$ cat config.mk
export PLATFORM = sky130hd
export DESIGN_NAME = snm_ctrl
export DESIGN_NICKNAME = d
export VERILOG_FILES = /design/src/rtl/core/snm_pkg.sv /design/src/rtl/core/snm_ctrl.sv
export SDC_FILE = /design/constraint.sdc
export NUM_CORES = 1
export LEC_CHECK = 0
export BUFFER_PORTS_ARGS = -buffer_cell sky130_fd_sc_hd__buf_2
export CORE_AREA = 2 2 39 41
export CTS_BUF_LIST = sky130_fd_sc_hd__clkbuf_2
export CTS_CLUSTER_DIAMETER = 40
export DETAILED_ROUTE_END_ITERATION = 8
export DIE_AREA = 0 0 41 43
export SLEW_MARGIN = 20
export SYNTH_ARGS = -nofsm -noshare
export SYNTH_HDL_FRONTEND = slang
export SYNTH_SLANG_ARGS = --single-unit
export TNS_END_PERCENT = 50
$ cat constraint.sdc
create_clock -name clk -period 1.91 [get_ports clk]
set_clock_uncertainty 0.05 [all_clocks]
set_input_delay 0.2865 -clock clk [delete_from_list [all_inputs] [get_ports clk]]
set_output_delay 0.2865 -clock clk [all_outputs]
set_load 0.01 [all_outputs]
$ cat src/rtl/core/snm_pkg.sv
// Shared types, constants and helpers for the Sobel normal-map generator.
`timescale 1ns / 1ps

package snm_pkg;

	// Field widths
	localparam int PIX_W      = 8;
	localparam int DIM_W      = 11;
	localparam int GAIN_W     = 12;
	localparam int CFG_DATA_W = 12;
	localparam int LUMA_W     = 16;
	localparam int PROD_W     = LUMA_W + GAIN_W;
	localparam int GRAD_W     = 12;

	// Luma weights over 256
	localparam logic [LUMA_W-1:0] LUMA_WR = 16'd77;
	localparam logic [LUMA_W-1:0] LUMA_WG = 16'd151;
	localparam logic [LUMA_W-1:0] LUMA_WB = 16'd28;

	// Register defaults
	localparam logic [DIM_W-1:0]  FRAME_WIDTH_RST  = 11'd1024;
	localparam logic [DIM_W-1:0]  FRAME_HEIGHT_RST = 11'd1024;
	localparam logic [GAIN_W-1:0] HEIGHT_GAIN_RST  = 12'd256;
	localparam logic [PIX_W-1:0]  FLAT_BLUE_RST    = 8'd255;

	// Configuration register indexes
	typedef enum logic [1:0] {
		REG_FRAME_WIDTH  = 2'd0,
		REG_FRAME_HEIGHT = 2'd1,
		REG_HEIGHT_GAIN  = 2'd2,
		REG_FLAT_BLUE    = 2'd3
	} reg_idx_t;

	// Controller states
	typedef enum logic [2:0] {
		ST_IDLE,
		ST_MUL,
		ST_WR,
		ST_RD_L,
		ST_RD_C,
		ST_RD_R,
		ST_RD_W,
		ST_EMIT
	} ctrl_state_t;

	// Which window column is being fetched
	typedef enum logic [1:0] {
		COL_LEFT,
		COL_CENTRE,
		COL_RIGHT
	} col_sel_t;

	// Controller to datapath
	typedef struct packed {
		logic     pixel;
		logic     mul;
		logic     write;
		logic     rd_en;
		col_sel_t rd_col;
		logic     shift;
		logic     emit;
	} dp_cmd_t;

	// Datapath to controller
	typedef struct packed {
		logic done;
		logic produce;
		logic out_free;
	} dp_stat_t;

	// Row slot arithmetic modulo three
	function automatic logic [1:0] row3_inc(input logic [1:0] r);
		return (r == 2'd2) ? 2'd0 : r + 2'd1;
	endfunction

	function automatic logic [1:0] row3_dec(input logic [1:0] r);
		return (r == 2'd0) ? 2'd2 : r - 2'd1;
	endfunction

	// floor((g + 255) / 2) clamped to 0..255
	function automatic logic [PIX_W-1:0] encode_grad(input logic signed [GRAD_W-1:0] g);
		logic signed [GRAD_W-1:0] s;
		logic signed [GRAD_W-1:0] h;
		s = g + GRAD_W'(255);
		h = s >>> 1;
		if (s < 0)
			return '0;
		else if (h > GRAD_W'(255))
			return '1;
		else
			return h[PIX_W-1:0];
	endfunction

endpackage

$ cat src/rtl/core/snm_ctrl.sv
// Controller state machine: sequences height, store write, window fetch and emit.
`timescale 1ns / 1ps

module snm_ctrl (
	input  logic              clk,
	input  logic              arst_n,
	input  logic              in_valid,
	input  logic              in_func,
	output logic              in_ready,
	input  snm_pkg::dp_stat_t stat,
	output snm_pkg::dp_cmd_t  cmd
);
	import snm_pkg::*;

	ctrl_state_t state_q;
	ctrl_state_t state_nxt;

	// State register
	always_ff @(posedge clk or negedge arst_n) begin
		if (!arst_n)
			state_q <= ST_IDLE;
		else
			state_q <= state_nxt;
	end

	// Next state
	always_comb begin
		state_nxt = state_q;
		unique case (state_q)
			ST_IDLE: begin
				if (in_valid) begin
					// once the frame is in, every beat flushes one result
					if (stat.done)
						state_nxt = ST_RD_L;
					else if (!in_func)
						state_nxt = ST_MUL;
				end
			end
			ST_MUL:  state_nxt = ST_WR;
			ST_WR:   state_nxt = stat.produce ? ST_RD_L : ST_IDLE;
			ST_RD_L: state_nxt = ST_RD_C;
			ST_RD_C: state_nxt = ST_RD_R;
			ST_RD_R: state_nxt = ST_RD_W;
			ST_RD_W: state_nxt = ST_EMIT;
			ST_EMIT: state_nxt = stat.out_free ? ST_IDLE : ST_EMIT;
			default: state_nxt = ST_IDLE;
		endcase
	end

	// Outputs
	always_comb begin
		in_ready   = (state_q == ST_IDLE);
		cmd.pixel  = (state_q == ST_IDLE) && in_valid && !in_func && !stat.done;
		cmd.mul    = (state_q == ST_MUL);
		cmd.write  = (state_q == ST_WR);
		cmd.rd_en  = (state_q == ST_RD_L) || (state_q == ST_RD_C) || (state_q == ST_RD_R);
		cmd.shift  = (state_q == ST_RD_C) || (state_q == ST_RD_R) || (state_q == ST_RD_W);
		cmd.emit   = (state_q == ST_EMIT) && stat.out_free;
		unique case (state_q)
			ST_RD_C: cmd.rd_col = COL_CENTRE;
			ST_RD_R: cmd.rd_col = COL_RIGHT;
			default: cmd.rd_col = COL_LEFT;
		endcase
	end

endmodule

==> flow_summary.yaml, run 1 <==
power_and_ir_drop:
  power.total_uw: 563
  leakage_nw: 0.197
  p_switching_uw: 278
  p_comb_share_pct: 50.9
  p_int_uw: 284
  p_per_area_nw_per_um2: 1610
  p_seq_share_pct: 32.8
  p_sw_share_pct: 49.5
  power.share.clock_pct: 16.4
  ir_worst_vdd_mv: 0.583
worst_hold_path:
  hold_end: "state_q[0]$_DFFE_PN0P_"
  min_path_cells: 3
  min_path_type: "in -> reg"
  hp-start: "stat[1]"
cts:
  tritoncts: "built"
  cts_resized: 0
  clockBufferDepth: 2
  insertion_delay_ns: 0.21
  post-cts-setup-buffers: 0
  cts_made_buffers: 3
  cts.reportedPaths.clkPinSlew_ns: 0.05
  cts_sinks: 3
  cts_htree_levels: 1
  clockRootBuffer: "clkbuf_2"
yosys:
  syn-num-nets: 37
  yosys.area_share.simple_pct: 30.5
  muxShareOfSynthArea_pct: 7.88
  synth_compound_area_share_pct: 15.8
  yosysSeqAreaShare_pct: 29.6
  synthAdderAreaFrac_pct: 0
  syn_area_um2: 254
  yosysWarnings: 0
  synth_top_family_by_area: "simple AND/OR/NAND/NOR gates"
  synthDistinctLibCells: 16
  synth-seq-cells: 3
  netlist_instances: 30
  avgSynthCellArea_um2: 8.47
  synth-xor-area-share_pct: 0
global_routing:
  grt_pass1_wl_um: 1010
  grt_max_degree: 10
  antenna_found_initial: 0
  grtUsageTotal_pct: 9.87
  grt_pass1_vias: 253
  grt-ovfl-total: 0
timing:
  slew_headroom_pct: 75.8
  postLayoutSetupSlackWorst_ns: 0.309
  setup_viol: 0
  rsz0062_at_grt: "no"
  fin_crit_ns: 1.60
  tns_ns: 0
  fin_worst_hold_slack_ns: 0.344
  finalHoldViolations: 0
  slew_viol_final: 0
  tightest_slew_ns: 0.363
  clock.fmax_mhz: 625
  fin_crit_sh_pct: 83.8
placed_design:
  dp.cells: 58
  placed_area_um2: 319
  dp_slack_ns: 0.551
  gp_congestion: 0.766
  port_buffers: 15
  hpwl_um: 478
route:
  routed_wirelength_um: 652
  wire_per_inst_um: 10.3
  via_count: 268
  viasPerCell: 4.25
  ant_nets: 0
  dr.pass1.iters: 1
  drc_errors: 0
  drt_iter0_drc: 0
cells_and_area:
  top_register: "state_q"
  nets: 55
  fin_cells: 63
  area.growth.synth_to_final_pct: 37.4
  antenna_cells: 0
  n_fill_cell: 160
  largest_reg_flops: 3
  final_area_um2: 349
  postLayoutCoreUtil_pct: 25.2
  drive_above_1_share_pct: 46.8
  reg_top3: "state_q x3"
floorplanning:
  rows: 14
  coreArea_um2: 1380
  ioPinCount: 16
  die_area_um2: 1760
  die_y_um: 43
  start_util_pct: 18.4
  fp.dieW_um: 41
worst_setup_path:
  regToRegStartpoint: "state_q[2]$_DFFE_PN0P_"
  cp_max_fo: 8
  crit_required_ns: 1.57
  r2r_setup_slack_ns: 0.75
  arrival_ns: 1.26
  cp-end-kind: "primary output"
  ff2ff_path_depth: 3
  critical_path_class: "reg -> out"
  r2r-end: "state_q[1]$_DFFE_PN0P_"
  critPathLaunchType: "register"
status:
  status: "completed"
job:
  max_cap_violations: 0
[worst max-delay path by stage]
stage	start	endpoint	slack [ns]	cells after the start
finish	state_q[2]$_DFFE_PN0P_	cmd[3]	0.31	3
global route	state_q[2]$_DFFE_PN0P_	cmd[3]	0.21	3
CTS	state_q[1]$_DFFE_PN0P_	cmd[7]	0.29	3
detailed placement	state_q[2]$_DFFE_PN0P_	cmd[4]	0.55	3
global placement	state_q[2]$_DFFE_PN0P_	cmd[4]	0.55	3
floorplan	state_q[1]$_DFFE_PN0P_	cmd[7]	0.64	3
[repair_timing]
item                                    in CTS  in global routing
hold endpoints to repair                     3                  0
endpoints found under the setup margin       0                  0
hold buffers                                 1                  0
[cell type report]
| cell class | instances | area, µm² | area share, % |
|---|---|---|---|
| Timing Repair Buffer | 16 | 85.1 | 24.4 |
| Tap cell | 16 | 20.0 | 5.73 |
| Inverter | 3 | 11.3 | 3.23 |
| Multi-Input combinational cell | 21 | 138 | 39.4 |
| Clock buffer | 4 | 20.0 | 5.73 |
| Sequential cell | 3 | 75.1 | 21.5 |
[cell families after synthesis]
group | Yosys count
mux | 2
compound gates | 7
flops | 3
simple gates | 12
buf+inv | 6
[synthesized netlist by cell type]
cell type / count / area, µm²
dfrtp_1: 3 / 75.1
and3_1: 1 / 6.26
buf_4: 1 / 7.51
buf_6: 2 / 22.5
nand2_1: 2 / 7.51
nor2b_4: 1 / 13.8
mux2i_1: 2 / 20.0
inv_2: 1 / 3.75
inv_1: 2 / 7.51
nor3_1: 4 / 20.0
a21oi_1: 3 / 15.0
a31oi_1: 2 / 12.5
nand2b_1: 1 / 6.26
nor2_1: 2 / 7.51
nor3_4: 1 / 16.3
o22ai_1: 2 / 12.5
[metal layers]
metal	share of wire, %	track usage [%]	vias to the layer above
met4	0	14.0	0
met2	49	12.2	10
li1	-	-	137
met3	6.3	5.24	0
met1	44	9.09	121
met5	0	0	-
[placed cells by master (no fill, tap or decap), drive strengths merged]
cell and instances:
clkbuf 4, a31oi 2, nor2 2, buf 15
nand2b 1, nand2 2, nor3 5, mux2i 2
nor2b 1, dfrtp 3, dlygate4sd3 1, inv 3
and3 1, o22ai 2, a21oi 3
[critical path, stage by stage, from the launching register on]
cell and delay [ns]:
dfrtp_1 0.52, inv_1 0.20, nor3_1 0.18, buf_2 0.16
[power by group through the flow]
| stage | clock network, mW | registers (mW) | logic (mW) |
|---|---|---|---|
| finish | 0.0923 | 0.184 | 0.286 |
| global route | 0.106 | 0.193 | 0.322 |
| CTS | 0.0985 | 0.182 | 0.290 |
| detailed placement | 0 | 0.183 | 0.285 |
| global placement | 0 | 0.181 | 0.286 |
| floorplan | 0 | 0.106 | 0.311 |
No activity file was read; power rests on OpenSTA's default activity.
==> inputs of run 2 (changes only) <==
==> constraint.sdc (replaced) <==
create_clock -name clk -period 1.3 [get_ports clk]
set_clock_uncertainty 0.05 [all_clocks]
set_input_delay 0.195 -clock clk [delete_from_list [all_inputs] [get_ports clk]]
set_output_delay 0.195 -clock clk [all_outputs]
set_load 0.01 [all_outputs]
==> flow_summary.yaml, run 2 (synthesized netlist as in run 1, its figures left out) <==
status:
  status: "finished, violations left"
  violations: "negative setup slack"
route:
  viasPerCell: 4.26
  wire_per_inst_um: 9.91
  dr.pass1.iters: 4
  routed_wirelength_um: 674
  via_count: 290
  drc_errors: 0
  ant_nets: 0
  drt_iter0_drc: 4
worst_setup_path:
  cp-end-kind: "primary output"
  regToRegStartpoint: "state_q[2]$_DFFE_PN0P_"
  ff2ff_path_depth: 4
  r2r-end: "state_q[0]$_DFFE_PN0P_"
  r2r_setup_slack_ns: 0.18
  critical_path_class: "reg -> out"
  crit_start: "state_q[2]$_DFFE_PN0P_"
  critPathLaunchType: "register"
  arrival_ns: 1.13
  crit_required_ns: 1.05
  cp_max_fo: 4
timing:
  slew_viol_final: 0
  postLayoutSetupSlackWorst_ns: -0.0704
  fin_crit_ns: 1.37
  setup_viol: 6
  finalHoldViolations: 0
  fin_crit_sh_pct: 105
  clock.fmax_mhz: 730
  slew_headroom_pct: 88.2
  tightest_slew_ns: 0.177
  rsz0062_at_grt: "yes"
cts:
  cts_sinks: 3
  cts_htree_levels: 1
  cts.reportedPaths.clkPinSlew_ns: 0.04
  tritoncts: "built"
  clockRootBuffer: "clkbuf_2"
  insertion_delay_ns: 0.20
  cts_made_buffers: 3
  clockBufferDepth: 2
cells_and_area:
  fin_cells: 68
  postLayoutCoreUtil_pct: 30.6
  area.growth.synth_to_final_pct: 66.5
  drive_above_1_share_pct: 67.3
  top_register: "state_q"
  nets: 60
  final_common_cell: "buf_2"
  reg_top3: "state_q x3"
  antenna_cells: 0
  largest_reg_flops: 3
  mostFrequentLayoutCells: "buf_2 (15), clkbuf_2 (4), a21oi_1 (3), buf_4 (3), dfrtp_2 (3)"
  n_fill_cell: 153
  final_area_um2: 423
placed_design:
  dp.cells: 60
  port_buffers: 15
  placed_area_um2: 334
  gp_congestion: 0.755
  hpwl_um: 494
worst_hold_path:
  min_path_type: "in -> async"
power_and_ir_drop:
  ir_worst_vdd_mv: 0.898
  p_per_area_nw_per_um2: 2410
  leakage_nw: 0.225
global_routing:
  grtUsageTotal_pct: 10.4
  grt_max_degree: 8
  grt_pass1_wl_um: 1090
  grt_pass1_vias: 285
  antenna_found_initial: 0
  grt-ovfl-total: 0
floorplanning:
  die_y_um: 43
  coreArea_um2: 1380
  die_area_um2: 1760
  rows: 14
  start_util_pct: 18.4
  fp.dieW_um: 41
  ioPinCount: 16
job:
  max_cap_violations: 0
## run 2: changes by cell type in the layout (fill, tap and decap cells not counted), moves of 2 or more
cell and delta:
buf_4 +3, buf_6 +2, dfrtp_1 -3, dfrtp_2 +3, nor3_1 -2, nor3_2 +2
## run 2: layout make-up
cell class	instances	area, µm²	share of cell area [%]
Timing Repair Buffer	21	130	30.8
Multi-Input combinational cell	21	163	38.5
Inverter	3	11.3	2.66
Sequential cell	3	78.8	18.6
Clock buffer	4	20.0	4.73
Tap cell	16	20.0	4.73
## run 2: how the worst max path moves through the flow
stage                  end  cells after the start  slack, ns
CTS                 cmd[7]                      3      -0.08
global placement    cmd[4]                      3       0.06
floorplan           cmd[7]                      3       0.12
global route        cmd[7]                      3      -0.16
finish              cmd[7]                      3      -0.07
detailed placement  cmd[7]                      3       0.06
## run 2: power breakdown
part	switching (mW)	total [mW]	internal (mW)
sequential	0.115	0.265	0.150
combinational	0.307	0.623	0.316
clock	0.0507	0.132	0.0812
## run 2: critical path, stage by stage (launching register included)
cell and delay (ns):
dfrtp_2 0.45, nor3_4 0.19, and3_1 0.16, buf_2 0.12
## run 2: timing repair
| item | CTS | global route |
|---|---|---|
| endpoints found under the hold margin | 3 | 0 |
| setup buffers | 3 | 0 |
| hold buffers | 1 | 0 |
| pin swaps | 3 | 1 |
| gates resized for setup | 7 | 5 |
| setup endpoints to repair | 9 | 9 |
## run 2: routing by layer
metal / global-route usage (%) / up-vias / share of wire, %
met4: 12.0 / 0 / 2.8
met5: 0 / - / 0
met3: 5.24 / 2 / 8.3
met2: 13.4 / 16 / 48
met1: 10.4 / 126 / 41
li1: - / 146 / -
## run 2: metrics by stage
step	setup slack [ns]	setup TNS, ns	hold slack, ns	power [mW]
after floorplan	0.124	0	-0.151	0.613
after global placement	0.0553	0	-0.0563	0.732
after detailed placement	0.0589	0	-0.0542	0.735
after CTS	-0.0813	-0.256	0.253	0.981
after global routing	-0.160	-0.852	0.251	1.12
final	-0.0704	-0.201	0.261	1.02
==> inputs of run 3 (changes only) <==
--- a/config.mk
+++ b/config.mk
@@ -6,11 +6,12 @@
 export NUM_CORES = 1
 export LEC_CHECK = 0
 export BUFFER_PORTS_ARGS = -buffer_cell sky130_fd_sc_hd__buf_2
-export CORE_AREA = 2 2 39 41
+export CORE_AREA = 3 3 40 42
 export CTS_BUF_LIST = sky130_fd_sc_hd__clkbuf_2
 export CTS_CLUSTER_DIAMETER = 40
 export DETAILED_ROUTE_END_ITERATION = 8
-export DIE_AREA = 0 0 41 43
+export DIE_AREA = 0 0 43 45
+export REMOVE_ABC_BUFFERS = 1
 export SLEW_MARGIN = 20
 export SYNTH_ARGS = -nofsm -noshare
 export SYNTH_HDL_FRONTEND = slang
==> flow_summary.yaml, run 3 (synthesized netlist as in run 1, its figures left out) <==
cts:
  cts_htree_levels: 1
  clockBufferDepth: 2
  cts_made_buffers: 3
  insertion_delay_ns: 0.21
  tritoncts: "built"
  clockRootBuffer: "clkbuf_2"
  cts_sinks: 3
  cts.reportedPaths.clkPinSlew_ns: 0.05
cells_and_area:
  n_fill_cell: 148
  antenna_cells: 0
  drive_above_1_share_pct: 63.6
  mostFrequentLayoutCells: "buf_2 (15), buf_4 (6), clkbuf_2 (4)"
  top_register: "state_q"
  largest_reg_flops: 3
  nets: 63
  fin_cells: 70
  reg_top3: "state_q x3"
  postLayoutCoreUtil_pct: 33.1
  final_common_cell: "buf_2"
  area.growth.synth_to_final_pct: 67.5
worst_setup_path:
  ff2ff_path_depth: 5
  crit_cells: 4
  crit_required_ns: 1.05
  critPathLaunchType: "register"
  crit_buf_inv: 2
  cpLargestDelayFamily: "flip-flops"
  r2r-end: "state_q[1]$_DFFE_PN0P_"
  cp-end-kind: "primary output"
  endpoint: "cmd[7]"
  critical_path_class: "reg -> out"
  r2r_setup_slack_ns: 0.22
  crit_start: "state_q[2]$_DFFE_PN0P_"
  crit_chain: "buf_6, nor3_4, and3_1, buf_2"
  regToRegStartpoint: "state_q[2]$_DFFE_PN0P_"
  cp_slowest_cell: "dfrtp_1"
  arrival_ns: 1.13
  cpPeakStageDelay_ns: 0.39
  cp_max_fo: 7
route:
  dr.pass1.iters: 2
  drc_errors: 0
  routed_wirelength_um: 715
  viasPerCell: 4.26
  via_count: 298
  ant_nets: 0
  drt_iter0_drc: 2
  wire_per_inst_um: 10.2
placed_design:
  dp.cells: 58
  gp_congestion: 0.740
  dp_slack_ns: 0.0767
  port_buffers: 15
  hpwl_um: 481
timing:
  setup_viol: 5
  slew_viol_final: 0
  finalHoldViolations: 0
  fin_worst_hold_slack_ns: 0.257
  fin_crit_ns: 1.37
  postLayoutSetupSlackWorst_ns: -0.0718
  rsz0062_at_grt: "yes"
  clock.fmax_mhz: 729
  slew_headroom_pct: 88.0
  tightest_slew_ns: 0.180
  fin_crit_sh_pct: 106
global_routing:
  grt_max_degree: 9
  grtUsageTotal_pct: 9.35
  grt_pass1_wl_um: 1230
  antenna_found_initial: 0
  grt-ovfl-total: 0
  grt_pass1_vias: 314
status:
  violations: "negative setup slack"
  status: "finished, violations left"
floorplanning:
  die_area_um2: 1940
  start_util_pct: 19.8
  fp.dieW_um: 43
  ioPinCount: 16
  rows: 13
  die_y_um: 45
  coreArea_um2: 1280
worst_hold_path:
  min_path_type: "in -> async"
power_and_ir_drop:
  ir_worst_vdd_mv: 0.673
  p_per_area_nw_per_um2: 2440
  leakage_nw: 0.237
job:
  max_cap_violations: 0
## run 3: changes by cell type in the layout (fill, tap and decap cells not counted)
cell	before	now
nor3_2	2	1
nor2_4	1	0
nor2_2	0	1
dfrtp_2	3	2
nand2_4	1	0
nor3_1	2	3
buf_4	3	6
nand2_1	1	2
dfrtp_1	0	1
## run 3: layout make-up
class | instances | area (µm²) | share of cell area, %
clock buffer | 4 | 20.0 | 4.71
inverter | 3 | 11.3 | 2.65
tap | 15 | 18.8 | 4.41
timing repair buffer | 24 | 153 | 35.9
multi-input combinational | 21 | 145 | 34.1
sequential | 3 | 77.6 | 18.2
## run 3: through the flow
| step | power (mW) | setup TNS, ns | instance area, µm² |
|---|---|---|---|
| finish | 1.04 | -0.241 | 425 |
| CTS | 1.02 | -0.364 | 415 |
| floorplan | 0.523 | 0 | 224 |
| global placement | 0.705 | 0 | 325 |
| global route | 1.14 | -0.870 | 425 |
| detailed placement | 0.716 | 0 | 325 |
## run 3: worst min path at each step
stage / startpoint / to / slack [ns] / depth (start not counted)
floorplan: arst_n / state_q[0]$_DFFE_PN0P_ / -0.15 / 0
global placement: arst_n / state_q[2]$_DFFE_PN0P_ / -0.06 / 1
detailed placement: arst_n / state_q[2]$_DFFE_PN0P_ / -0.06 / 1
CTS: arst_n / state_q[2]$_DFFE_PN0P_ / 0.25 / 2
global route: arst_n / state_q[2]$_DFFE_PN0P_ / 0.25 / 2
finish: arst_n / state_q[2]$_DFFE_PN0P_ / 0.26 / 2
## run 3: power breakdown
group | internal [mW] | switching (mW) | total, mW
combinational | 0.349 | 0.318 | 0.666
sequential | 0.148 | 0.0909 | 0.239
clock | 0.0811 | 0.0531 | 0.134
## run 3: per-layer routing
metal / GRT usage (%) / vias up / wire length [µm]
li1: - / 155 / -
met1: 9.47 / 127 / 331
met2: 14.7 / 14 / 324
met3: 2.39 / 2 / 46
met4: 10.8 / 0 / 12
met5: 0 / - / 0
## run 3: repair_timing
action                                 in CTS  in global routing
hold buffers                                1                  0
setup buffers                               6                  1
pin swaps                                   2                  1
endpoints found under the hold margin       3                  0
setup endpoints to repair                   8                  9
gates resized for setup                     8                  1
